`config.mk`:
```
export PLATFORM = sky130hd
export DESIGN_NAME = rco_front
export DESIGN_NICKNAME = d
export VERILOG_FILES = /design/src/hw/rtl/residue_contact_order_macros.svh /design/src/hw/rtl/rco_pkg.sv /design/src/hw/rtl/rco_front.sv
export SDC_FILE = /design/constraint.sdc
export NUM_CORES = 1
export LEC_CHECK = 0
export BUFFER_PORTS_ARGS = -buffer_cell sky130_fd_sc_hd__buf_4
export CAP_MARGIN = 30
export CELL_PAD_IN_SITES_DETAIL_PLACEMENT = 0
export CELL_PAD_IN_SITES_GLOBAL_PLACEMENT = 2
export CORE_MARGIN = 4
export CORE_UTILIZATION = 42
export CTS_CLUSTER_DIAMETER = 120
export CTS_CLUSTER_SIZE = 14
export DETAILED_ROUTE_END_ITERATION = 8
export PLACE_DENSITY = 0.85
export SLEW_MARGIN = 20
export SYNTH_ARGS = -nofsm -noshare
export SYNTH_HDL_FRONTEND = slang
export SYNTH_SLANG_ARGS = --single-unit
```
`constraint.sdc`:
```
create_clock -name clk -period 11.14 [get_ports clk]
set_input_delay 1.114 -clock clk [delete_from_list [all_inputs] [get_ports clk]]
set_output_delay 1.114 -clock clk [all_outputs]
set_load 0.02 [all_outputs]
```
`src/hw/rtl/residue_contact_order_macros.svh`:
```
// assertion helpers for the contact order block
`ifndef RESIDUE_CONTACT_ORDER_MACROS_SVH
`define RESIDUE_CONTACT_ORDER_MACROS_SVH
`define RCO_ASSERT(label, expr) \
	label: assert property (@(posedge clk) disable iff (!arst_n) (expr)) \
		else $error("assertion failed");
`define RCO_ASSERT_IMP(label, pre, post) \
	label: assert property (@(posedge clk) disable iff (!arst_n) (pre) |=> (post)) \
		else $error("assertion failed");
`endif

```
`src/hw/rtl/rco_pkg.sv`:
```
// ----------------------------------------------------------------------------
// rco_pkg
// types and constants shared by the contact order block
// ----------------------------------------------------------------------------
`default_nettype none
package rco_pkg;
	localparam logic [23:0] DIST2_LOW  = 24'd4000000;
	localparam logic [23:0] DIST2_HIGH = 24'd12250000;
	localparam logic [1:0] ST_OK = 2'd0;
	localparam logic [1:0] ST_BREAK = 2'd1;
	localparam logic [1:0] ST_NONE = 2'd2;
	localparam logic [1:0] ST_BAD = 2'd3;
	localparam logic CFG_LOW = 1'b0;
	localparam logic CFG_HIGH = 1'b1;

	// one classified command passed from the front to the back
	typedef struct packed {
		logic               rd;
		logic               clr;
		logic               ld;
		logic               go;
		logic signed [14:0] res;
		logic signed [24:0] x;
		logic signed [24:0] y;
		logic signed [24:0] z;
		logic [7:0]         gidx;
	} cmd_t;

	typedef enum logic [3:0] {
		B_IDLE, B_CLR, B_GRP, B_GRPW, B_OUTER, B_OWAIT, B_INNER, B_IWAIT,
		B_DIST, B_ACC, B_ACCW, B_RD, B_RDW, B_DIV
	} bstate_t;
endpackage
`default_nettype wire

```
`src/hw/rtl/rco_front.sv`:
```
// ----------------------------------------------------------------------------
// rco_front
// takes commands, tracks alpha carbon chain, queues work for the back end
// ----------------------------------------------------------------------------
`default_nettype none
module rco_front #(
	parameter int MAX_ATOMS = 2048
) (
	input  wire logic               clk,
	input  wire logic               arst_n,
	input  wire logic               start,
	output logic                    busy,
	input  wire logic               operation,
	input  wire logic signed [14:0] residue_number,
	input  wire logic signed [24:0] x_milli,
	input  wire logic signed [24:0] y_milli,
	input  wire logic signed [24:0] z_milli,
	input  wire logic               is_alpha_carbon,
	input  wire logic               last_atom,
	input  wire logic [7:0]         group_index,
	input  wire logic               back_ready,
	output rco_pkg::cmd_t           cmd,
	output logic                    cmd_valid,
	input  wire logic               cmd_pop,
	output logic                    chain_break
);
	import rco_pkg::*;
	localparam int AW = $clog2(MAX_ATOMS + 1);
	logic [AW-1:0] cnt_q;
	logic rdy_q, seen_q, brk_q, busy_q;
	logic signed [14:0] last_q;
	cmd_t fifo_q [2];
	logic wp_q, rp_q;
	logic [1:0] fill_q;
	logic acc, fresh, store;
	cmd_t c;

	assign acc = start && !busy;
	assign fresh = !operation && rdy_q;
	assign store = !operation && ((fresh ? AW'(0) : cnt_q) < AW'(MAX_ATOMS));
	// a last atom or a read must wait until the back end has drained
	assign busy = busy_q || fill_q == 2'd2 || !back_ready;
	assign chain_break = brk_q;
	assign cmd = fifo_q[rp_q];
	assign cmd_valid = fill_q != 2'd0;

	always_comb begin
		c.rd = operation;
		c.clr = fresh;
		c.ld = store;
		c.go = !operation && last_atom;
		c.res = residue_number;
		c.x = x_milli;
		c.y = y_milli;
		c.z = z_milli;
		c.gidx = group_index;
	end

	always_ff @(posedge clk) begin
		if (acc) fifo_q[wp_q] <= c;
	end

	always_ff @(posedge clk or negedge arst_n) begin
		if (!arst_n) begin
			cnt_q <= '0; rdy_q <= 1'b0; seen_q <= 1'b0; brk_q <= 1'b0;
			last_q <= '0; wp_q <= 1'b0; rp_q <= 1'b0; fill_q <= '0; busy_q <= 1'b0;
		end else begin
			busy_q <= acc && (operation || last_atom);
			if (acc) wp_q <= ~wp_q;
			if (cmd_pop) rp_q <= ~rp_q;
			fill_q <= fill_q + {1'b0, acc} - {1'b0, cmd_pop};
			if (acc && !operation) begin
				if (fresh) begin
					rdy_q <= 1'b0; seen_q <= 1'b0; brk_q <= 1'b0;
				end
				if (store) begin
					cnt_q <= (fresh ? AW'(0) : cnt_q) + AW'(1);
					if (is_alpha_carbon) begin
						if ((seen_q && !fresh) &&
							(32'(residue_number) != 32'(last_q) + 32'sd1))
							brk_q <= 1'b1;
						last_q <= residue_number;
						seen_q <= 1'b1;
					end
				end else if (fresh) begin
					cnt_q <= '0;
				end
				if (last_atom) rdy_q <= 1'b1;
			end
		end
	end
endmodule
`default_nettype wire

```
Yosys cells after proc, flatten, opt, wreduce, memory -nomap -nowiden
Memory sizes are Yosys's and may differ from the RTL's.
Cells that the tools add are included.
{ "word_totals": {"register_bits": 35, "latchBits": 0, "ram_bits": 204, "mem_bits_ro": 0, "in_bits": 106, "out_inout_bits": 105, "word_cells": 51, "n_memories": 1} }
{ "mem_list": {"columns": ["memory", "depth", "width", "rd", "rd_clocked_by_memory_dff", "wr", "line", "source"], "rows": [
  ["fifo_q", 2, 102, 1, 0, 1, "rco_front.sv:32", "cmd_t fifo_q [2];"]
]} }
{ "classes": {"add_sub_neg": 4, "multipliers": 0, "n_div": 0, "order_cmp": 1, "n_eq_ne": 2, "shift": 0, "n_mux": 13, "bitwise": 2, "reduce_logical": 19} }
{ "op_table": {"columns": ["operator", "count"], "rows": [
  ["two-way mux 12 bit", 2],
  ["adder 15 x 2 -> 16 bit, second input constant", 1],
  ["inequality test 15 x 16 -> 1 bit", 1],
  ["adder 12 x 1 -> 12 bit, second input constant", 1],
  ["less-than comparator 12 bit, second input constant", 1],
  ["two-way mux 1 bit", 11],
  ["logical AND 1 bit", 8],
  ["zero test 1 bit", 4],
  ["nonzero test 2 bit", 2],
  ["logical OR 1 bit", 3],
  ["AND reduction 3 bit", 1],
  ["adder 2 x 1 -> 2 bit", 1],
  ["== test 2 bit, second input constant", 1],
  ["NOT 1 bit", 2],
  ["AND reduction 2 bit", 1],
  ["subtractor 2 x 1 -> 2 bit", 1]
]} }

Longest topological paths before layout
Gate-level depths: netlist (run 1).
{ "logic_depth": {"depth_word": 8, "mapped_depth": 8, "depth_no_buf": 8} }

Worst setup path after synthesis (run 1)
No wires, ideal clock.
{ "synth_path": {"kind": "input -> register", "from": "input back_ready", "to": "memory fifo_q[0][0] (netlist bit) (enable)", "setup_time_ns": 0.565, "t_arrival_ns": 5.690, "required_time_ns": 10.575, "setup_slack_ns": 4.886, "stages": 3, "n_path_buf": 0, "path_cell_list": "and4b_4 -> inv_4 -> nor2_1"} }
{ "synth_between": {"elab_chain_len": 6} }
{ "synth_lines": {"columns": ["item", "line", "source"], "rows": [
  ["start, declared", "rco_front.sv:21", "input wire logic back_ready,"],
  ["zero test 1 bit", "rco_front.sv:42", "assign busy = busy_q || fill_q == 2'd2 || !back_ready;"],
  ["logical OR 1 bit", "rco_front.sv:42", null],
  ["zero test 1 bit", "rco_front.sv:38", "assign acc = start && !busy;"],
  ["logical AND 1 bit", "rco_front.sv:38", null],
  ["two-way mux 1 bit", "rco_front.sv:60", "if (acc) fifo_q[wp_q] <= c;"],
  ["two-way mux 1 bit (implied by the code)", "rco_front.sv:60", null],
  ["end, declared", "rco_front.sv:32", null]
]} }
Every way passes these cells.

==> results.cfg, run 1 <==
[die]
ios = 211
core_um2 = 21900
dieArea_um2 = 24800
die_w_um = 157
die_y_um = 157
fp-row-count = 54
start_util_pct = 42.8

[yosys]
synth_most_common_cell = edfxtp_1
synth_area_leaders = edfxtp_1 (65%), mux2_2 (14%), dfrtp_1 (9.3%), xnor2_1 (1.3%), xor2_1 (1.2%)
ys_top_cells_by_count = edfxtp_1 (204), mux2_2 (116), dfrtp_1 (35)
ys_ff_latch = 239
synth_top_area_share_pct = 65.3
syn_area_per_cell_um2 = 18.0
yosys_warnings = 0
synth_area_leader_cell = edfxtp_1
yosysUniqueCellTypes = 48
async_flop_share_pct = 14.6
synth_edf_count = 204
synth_nets = 630
synth_area_um2 = 9380
synth_ff_type = edfxtp_1
seq_area_frac_synth_pct = 74.7
netlist_instances = 520

[worst_setup_path]
cp-end-kind = output pin
crit_type = flip-flop to output pin
cp_slowest_cell = dfrtp_4
arrival_ns = 2.73
cpMostUsedCell = buf_4
max_stage_delay_ns = 0.79
worstPathMaxFanout = 65
crit_required_ns = 10.03
path_cells = buf_4 > mux2_2 > buf_4
cp-start-kind = flip-flop

[sta]
skew_ns = 0.0119
finalCritPeriodShare_pct = 34.5
finalSetupViolCount = 0
whs_ns = 0.472
fin_crit_ns = 3.84
timing.fmax_mhz = 260
rsz0062_at_grt = no
setup-tns-final_ns = 0
hold_violations = 0
max_slew_margin_pct = 42.3
tightest_slew_ns = 0.866
drv_slew = 0

[layout]
seq_area_um2 = 7010
fin_util_pct = 54.3
final_nets = 852
syn_to_final_growth_pct = 26.9
antenna_cells = 0
layout-drive-gt1-share_pct = 48.2
n_fill_cell = 1760
multi_input_area_um2 = 2270
fin_cells = 1037

[global_route]
grt_max_degree = 66
antenna_found_initial = 0
grt_overflow = 0
grt_use_total_pct = 14.8
grt_pass1_vias = 5329
grt_pass1_wl_um = 28900

[clock_network]
cts_buffer_depth = 3
clock-root-buffer = clkbuf_16
numCtsBuffers = 21
cts_tree = done
path_clk_slew_ns = 0.06
holdBufCountCts = 0
clk_latency_ns = 0.49
post_cts_resized = 0
cts_setup_buffers = 0
clkSinkCount = 239
cts_htree_levels = 1

[routing]
vias = 5205
finalWirelength_um = 19400
viasPerCell = 5.02
drc = 0
drtIter0Drc = 313
drt_pass1_iterations = 5
wire_per_inst_um = 18.7
final_antenna_net_count = 0

[power]
power_density_nw_per_um2 = 233
vdd_drop_max_v = 0.0000868
finalPower_uw = 2770
p_leak_uw = 0.00449

[outcome]
status = completed

[place]
place_congestion = 0.830
post-place-cells = 999
dp_hpwl_um = 13500
portBuffers = 210

[job]
cap_violations = 0

[worst_hold_path]
hp-class = flip-flop to flip-flop
-- metal layers --
metal / routed length [um] / vias to the layer above / global-route usage [%]
li1: - / 2432 / -
met1: 8190 / 2572 / 19.9
met2: 9520 / 175 / 25.3
met3: 1360 / 26 / 2.75
met4: 347 / 0 / 3.56
met5: 0 / - / 0
-- sequential cells by signal, summed over array words and instances, names as in the netlist --
name	flops
rp_q	1
busy_q	1
fill_q	2
cnt_q	12
chain_break	1
rdy_q	1
wp_q	1
fifo_q	204
seen_q	1
last_q	15
-- layout make-up --
type                            instances  area share (%)
Sequential cell                       239            58.9
Multi-Input combinational cell        258            19.1
Timing Repair Buffer                  214            13.7
Clock buffer                           36            4.89
Tap cell                              280            2.95
Inverter                                8           0.274
Clock inverter                          2           0.210
-- path summary, 6_finish.rpt --
check	startpoint	cells after the start	slack [ns]	end
min	cnt_q[7]	1	0.47	cnt_q[7]
max	rp_q	3	7.30	cmd[10]
max reg2reg	fill_q[1]	6	8.39	fifo_q[0][44]
min in group asynchronous	arst_n	1	0.58	last_q[2]
max in group asynchronous	arst_n	1	10.19	rp_q
min reg2reg	cnt_q[7]	1	0.47	cnt_q[7]
-- stage by stage --
step | instance area, um2 | setup WS [ns]
4_1_cts | 11900 | 7.24
3_3_place_gp | 11300 | 7.48
6_report | 11900 | 7.30
2_1_floorplan | 9380 | 4.89
3_5_place_dp | 11300 | 7.67
5_1_grt | 11900 | 7.15
-- cells in the final DEF (no fill, tap or decap), types with 3 or more instances in the layout --
cell       synthesis  routed
nor3_1             4       4
xnor2_1           14      14
a21oi_1            6       6
nand4_1            4       4
a31oi_1            6       6
mux2_2           116     116
mux2i_1            5       5
clkbuf_1           1      15
and3_1             6       6
nand2_1           24      24
inv_1              6       6
edfxtp_1         204     204
o21ai_0            7       7
ha_1               4       4
xor2_1            13      13
clkbuf_16          0      21
dfrtp_1           35      34
buf_4              1     213
nand3_1            8       8
nor2_1            11      10
and2_1             4       3
-- worst max-delay path, delay by kind of cell, from the launching register on --
family                 cells  cell delay [ns]
buffers and inverters      2             0.92
DFF                        1             0.79
muxes                      1             0.44
-- power by group --
| group | internal (uW) | leakage (uW) | switching, uW | total [uW] |
|---|---|---|---|---|
| Sequential | 1120 | 0.00230 | 96.3 | 1220 |
| Clock | 357 | 0.000288 | 300 | 657 |
| Combinational | 427 | 0.00190 | 471 | 898 |
| Total | 1900 | 0.00449 | 867 | 2770 |
-- logic make-up (layout without fill, tap and decap cells) --
family | after synthesis | in the layout | share of synthesized area, %
flops | 239 | 239 | 74.7
mux | 121 | 121 | 14.5
simple gates | 79 | 79 | 4.80
compound gates | 27 | 27 | 1.80
xor+xnor | 27 | 27 | 2.52
buf+inv | 23 | 260 | 1.19
fa+ha+maj | 4 | 4 | 0.534
Note: power is estimated with default switching activity, not from simulation.
==> run 2: changes to the inputs <==
--- a/config.mk
+++ b/config.mk
@@ -10,11 +10,11 @@
 export CELL_PAD_IN_SITES_DETAIL_PLACEMENT = 0
 export CELL_PAD_IN_SITES_GLOBAL_PLACEMENT = 2
 export CORE_MARGIN = 4
-export CORE_UTILIZATION = 42
+export CORE_UTILIZATION = 35
 export CTS_CLUSTER_DIAMETER = 120
 export CTS_CLUSTER_SIZE = 14
 export DETAILED_ROUTE_END_ITERATION = 8
-export PLACE_DENSITY = 0.85
+export PLACE_DENSITY = 0.76
 export SLEW_MARGIN = 20
 export SYNTH_ARGS = -nofsm -noshare
 export SYNTH_HDL_FRONTEND = slang
==> constraint.sdc (replaced) <==
create_clock -name clk -period 3.5 [get_ports clk]
set_input_delay 0.35 -clock clk [delete_from_list [all_inputs] [get_ports clk]]
set_output_delay 0.35 -clock clk [all_outputs]
set_load 0.02 [all_outputs]
==> run 2 against run 1 <==
Net effect:
- global-route usage is 1.8 points lower
- first-iteration DRC count is 3.5% lower
- cell count is 6.3% higher
- critical path type unchanged
- worst hold slack worse by 0.44 ns
- clock power grew to 3.2 times the previous value
- sequential share of layout area is 1.0 points lower
- flip-flop and latch count stayed put
- die area is 19% higher
- combinational power grew to 3.3 times the previous value
- critical path depth stayed put
- largest cell class unchanged
- clock-buffer cell count stayed put
==> results.cfg, run 2 (synthesized netlist as in run 1, its figures left out) <==
[global_route]
grt_pass1_wl_um = 30400
grt_use_met1_pct = 18.4
grt_pass1_vias = 5403
antenna_found_initial = 0
grt_use_total_pct = 13.1
grtUsageMet3_pct = 2.69
grt_busiest_layer = met2
grt_overflow = 0
grt_max_degree = 59
use_met2_pct = 21.0

[clock_network]
clock-root-buffer = clkbuf_16
clk_latency_ns = 0.49
numCtsBuffers = 21
cts_setup_buffers = 0
cts_tree = done
clkSinkCount = 239
path_clk_slew_ns = 0.07
cts_buffer_depth = 3
cts_htree_levels = 1

[sta]
finalSetupViolCount = 0
fin_crit_ns = 2.59
timing.fmax_mhz = 386
setup-tns-final_ns = 0
finalCritPeriodShare_pct = 74.1
max_slew_margin_pct = 47.2
drv_slew = 0
tightest_slew_ns = 0.791
hold_violations = 0
rsz0062_at_grt = no
skew_ns = 0.0141

[worst_setup_path]
worstPathMaxFanout = 32
crit_required_ns = 3.15
cp-end-kind = output pin
arrival_ns = 2.24
r2r_end = fifo_q[1][38]
cp-start-kind = flip-flop
rr_worst_depth = 4
r2r-start = fill_q[1]
crit_type = flip-flop to output pin
r2r_slack_ns = 1.27

[routing]
drc = 0
finalWirelength_um = 20300
wire_per_inst_um = 18.4
viasPerCell = 4.77
drtIter0Drc = 302
final_antenna_net_count = 0
drt_pass1_iterations = 4
vias = 5261

[power]
power_density_nw_per_um2 = 736
vdd_drop_max_v = 0.000401
p_leak_uw = 0.00454

[layout]
fin_cells = 1102
layout-drive-gt1-share_pct = 47.8
n_fill_cell = 2307
final_nets = 862
final_common_cell = buf_4
largest_reg_flops = 204
antenna_cells = 0
syn_to_final_growth_pct = 29.1
regMostFlops = fifo_q
final_cell_mix = buf_4 (211), edfxtp_1 (204), mux2_2 (116)
reg_top3 = fifo_q: 204 flops, last_q: 15 flops, cnt_q: 12 flops

[worst_hold_path]
hp-start = x_milli[6]
hold_end = fifo_q[1][64]
whs_path_depth = 1
hp-class = input pin to flip-flop

[die]
ios = 211
core_um2 = 26200
fp-row-count = 59
dieArea_um2 = 29500
die_w_um = 172
die_y_um = 172
start_util_pct = 35.8

[place]
dp_hpwl_um = 14000
post-place-cells = 1056
place_congestion = 0.781
portBuffers = 210

[outcome]
status = completed

[job]
cap_violations = 0
## run 2: metrics by stage
| step | util, % | total power, uW | setup WS [ns] | instance area, um2 | hold slack (ns) |
|---|---|---|---|---|---|
| after floorplan | - | 5700 | 0.801 | 9380 | 0.0544 |
| after global placement | 43.6 | 6850 | 1.29 | 11400 | 0.337 |
| after detailed placement | 43.6 | 6900 | 1.23 | 11400 | 0.342 |
| after CTS | 45.9 | 9060 | 0.826 | 12000 | 0.00272 |
| after global routing | 46.2 | 9400 | 0.793 | 12100 | 0.000583 |
| final | 46.2 | 8900 | 0.907 | 12100 | 0.0300 |
## run 2: critical path, cell delays in order, from the launching register on
cell,delay (ns)
dfrtp_4,0.73
buf_4,0.45
mux2_2,0.40
buf_4,0.16
## run 2: worst max path at each step
stage | startpoint | to | slack, ns
after global routing | rp_q | cmd[14] | 0.79
final | rp_q | cmd[14] | 0.91
after detailed placement | fill_q[1] | fifo_q[1][26] | 1.23
after global placement | fill_q[1] | fifo_q[1][22] | 1.29
after floorplan | fill_q[1] | fifo_q[0][0] | 0.80
after CTS | rp_q | cmd[14] | 0.83
## run 2: where the power goes
group	internal [uW]	switching [uW]	total, uW	leakage (uW)
combinational	1400	1540	2940	0.00195
sequential	3560	298	3860	0.00230
clock	1140	969	2110	0.000288
total	6100	2800	8900	0.00454
## run 2: final cells by class
type	instances	area [um2]	share of cell area [%]
repair buffers	224	1760	14.6
multi-input cells	258	2270	18.8
well taps	335	419	3.46
inverters	8	32.5	0.269
clock inverters	2	25.0	0.207
clock buffers	36	582	4.81
flip-flops and latches	239	7010	57.9
## run 2: metal layers
layer	vias up	wire length (um)
li1	2462	-
met1	2585	8990
met2	190	9400
met3	24	1500
met4	0	426
met5	-	0
## run 2: repair_timing
action | in CTS | in global routing
hold buffers | 1 | 7
endpoints found under the setup margin | 0 | 0
endpoints found under the hold margin | 35 | 12
resized for setup | 0 | 0
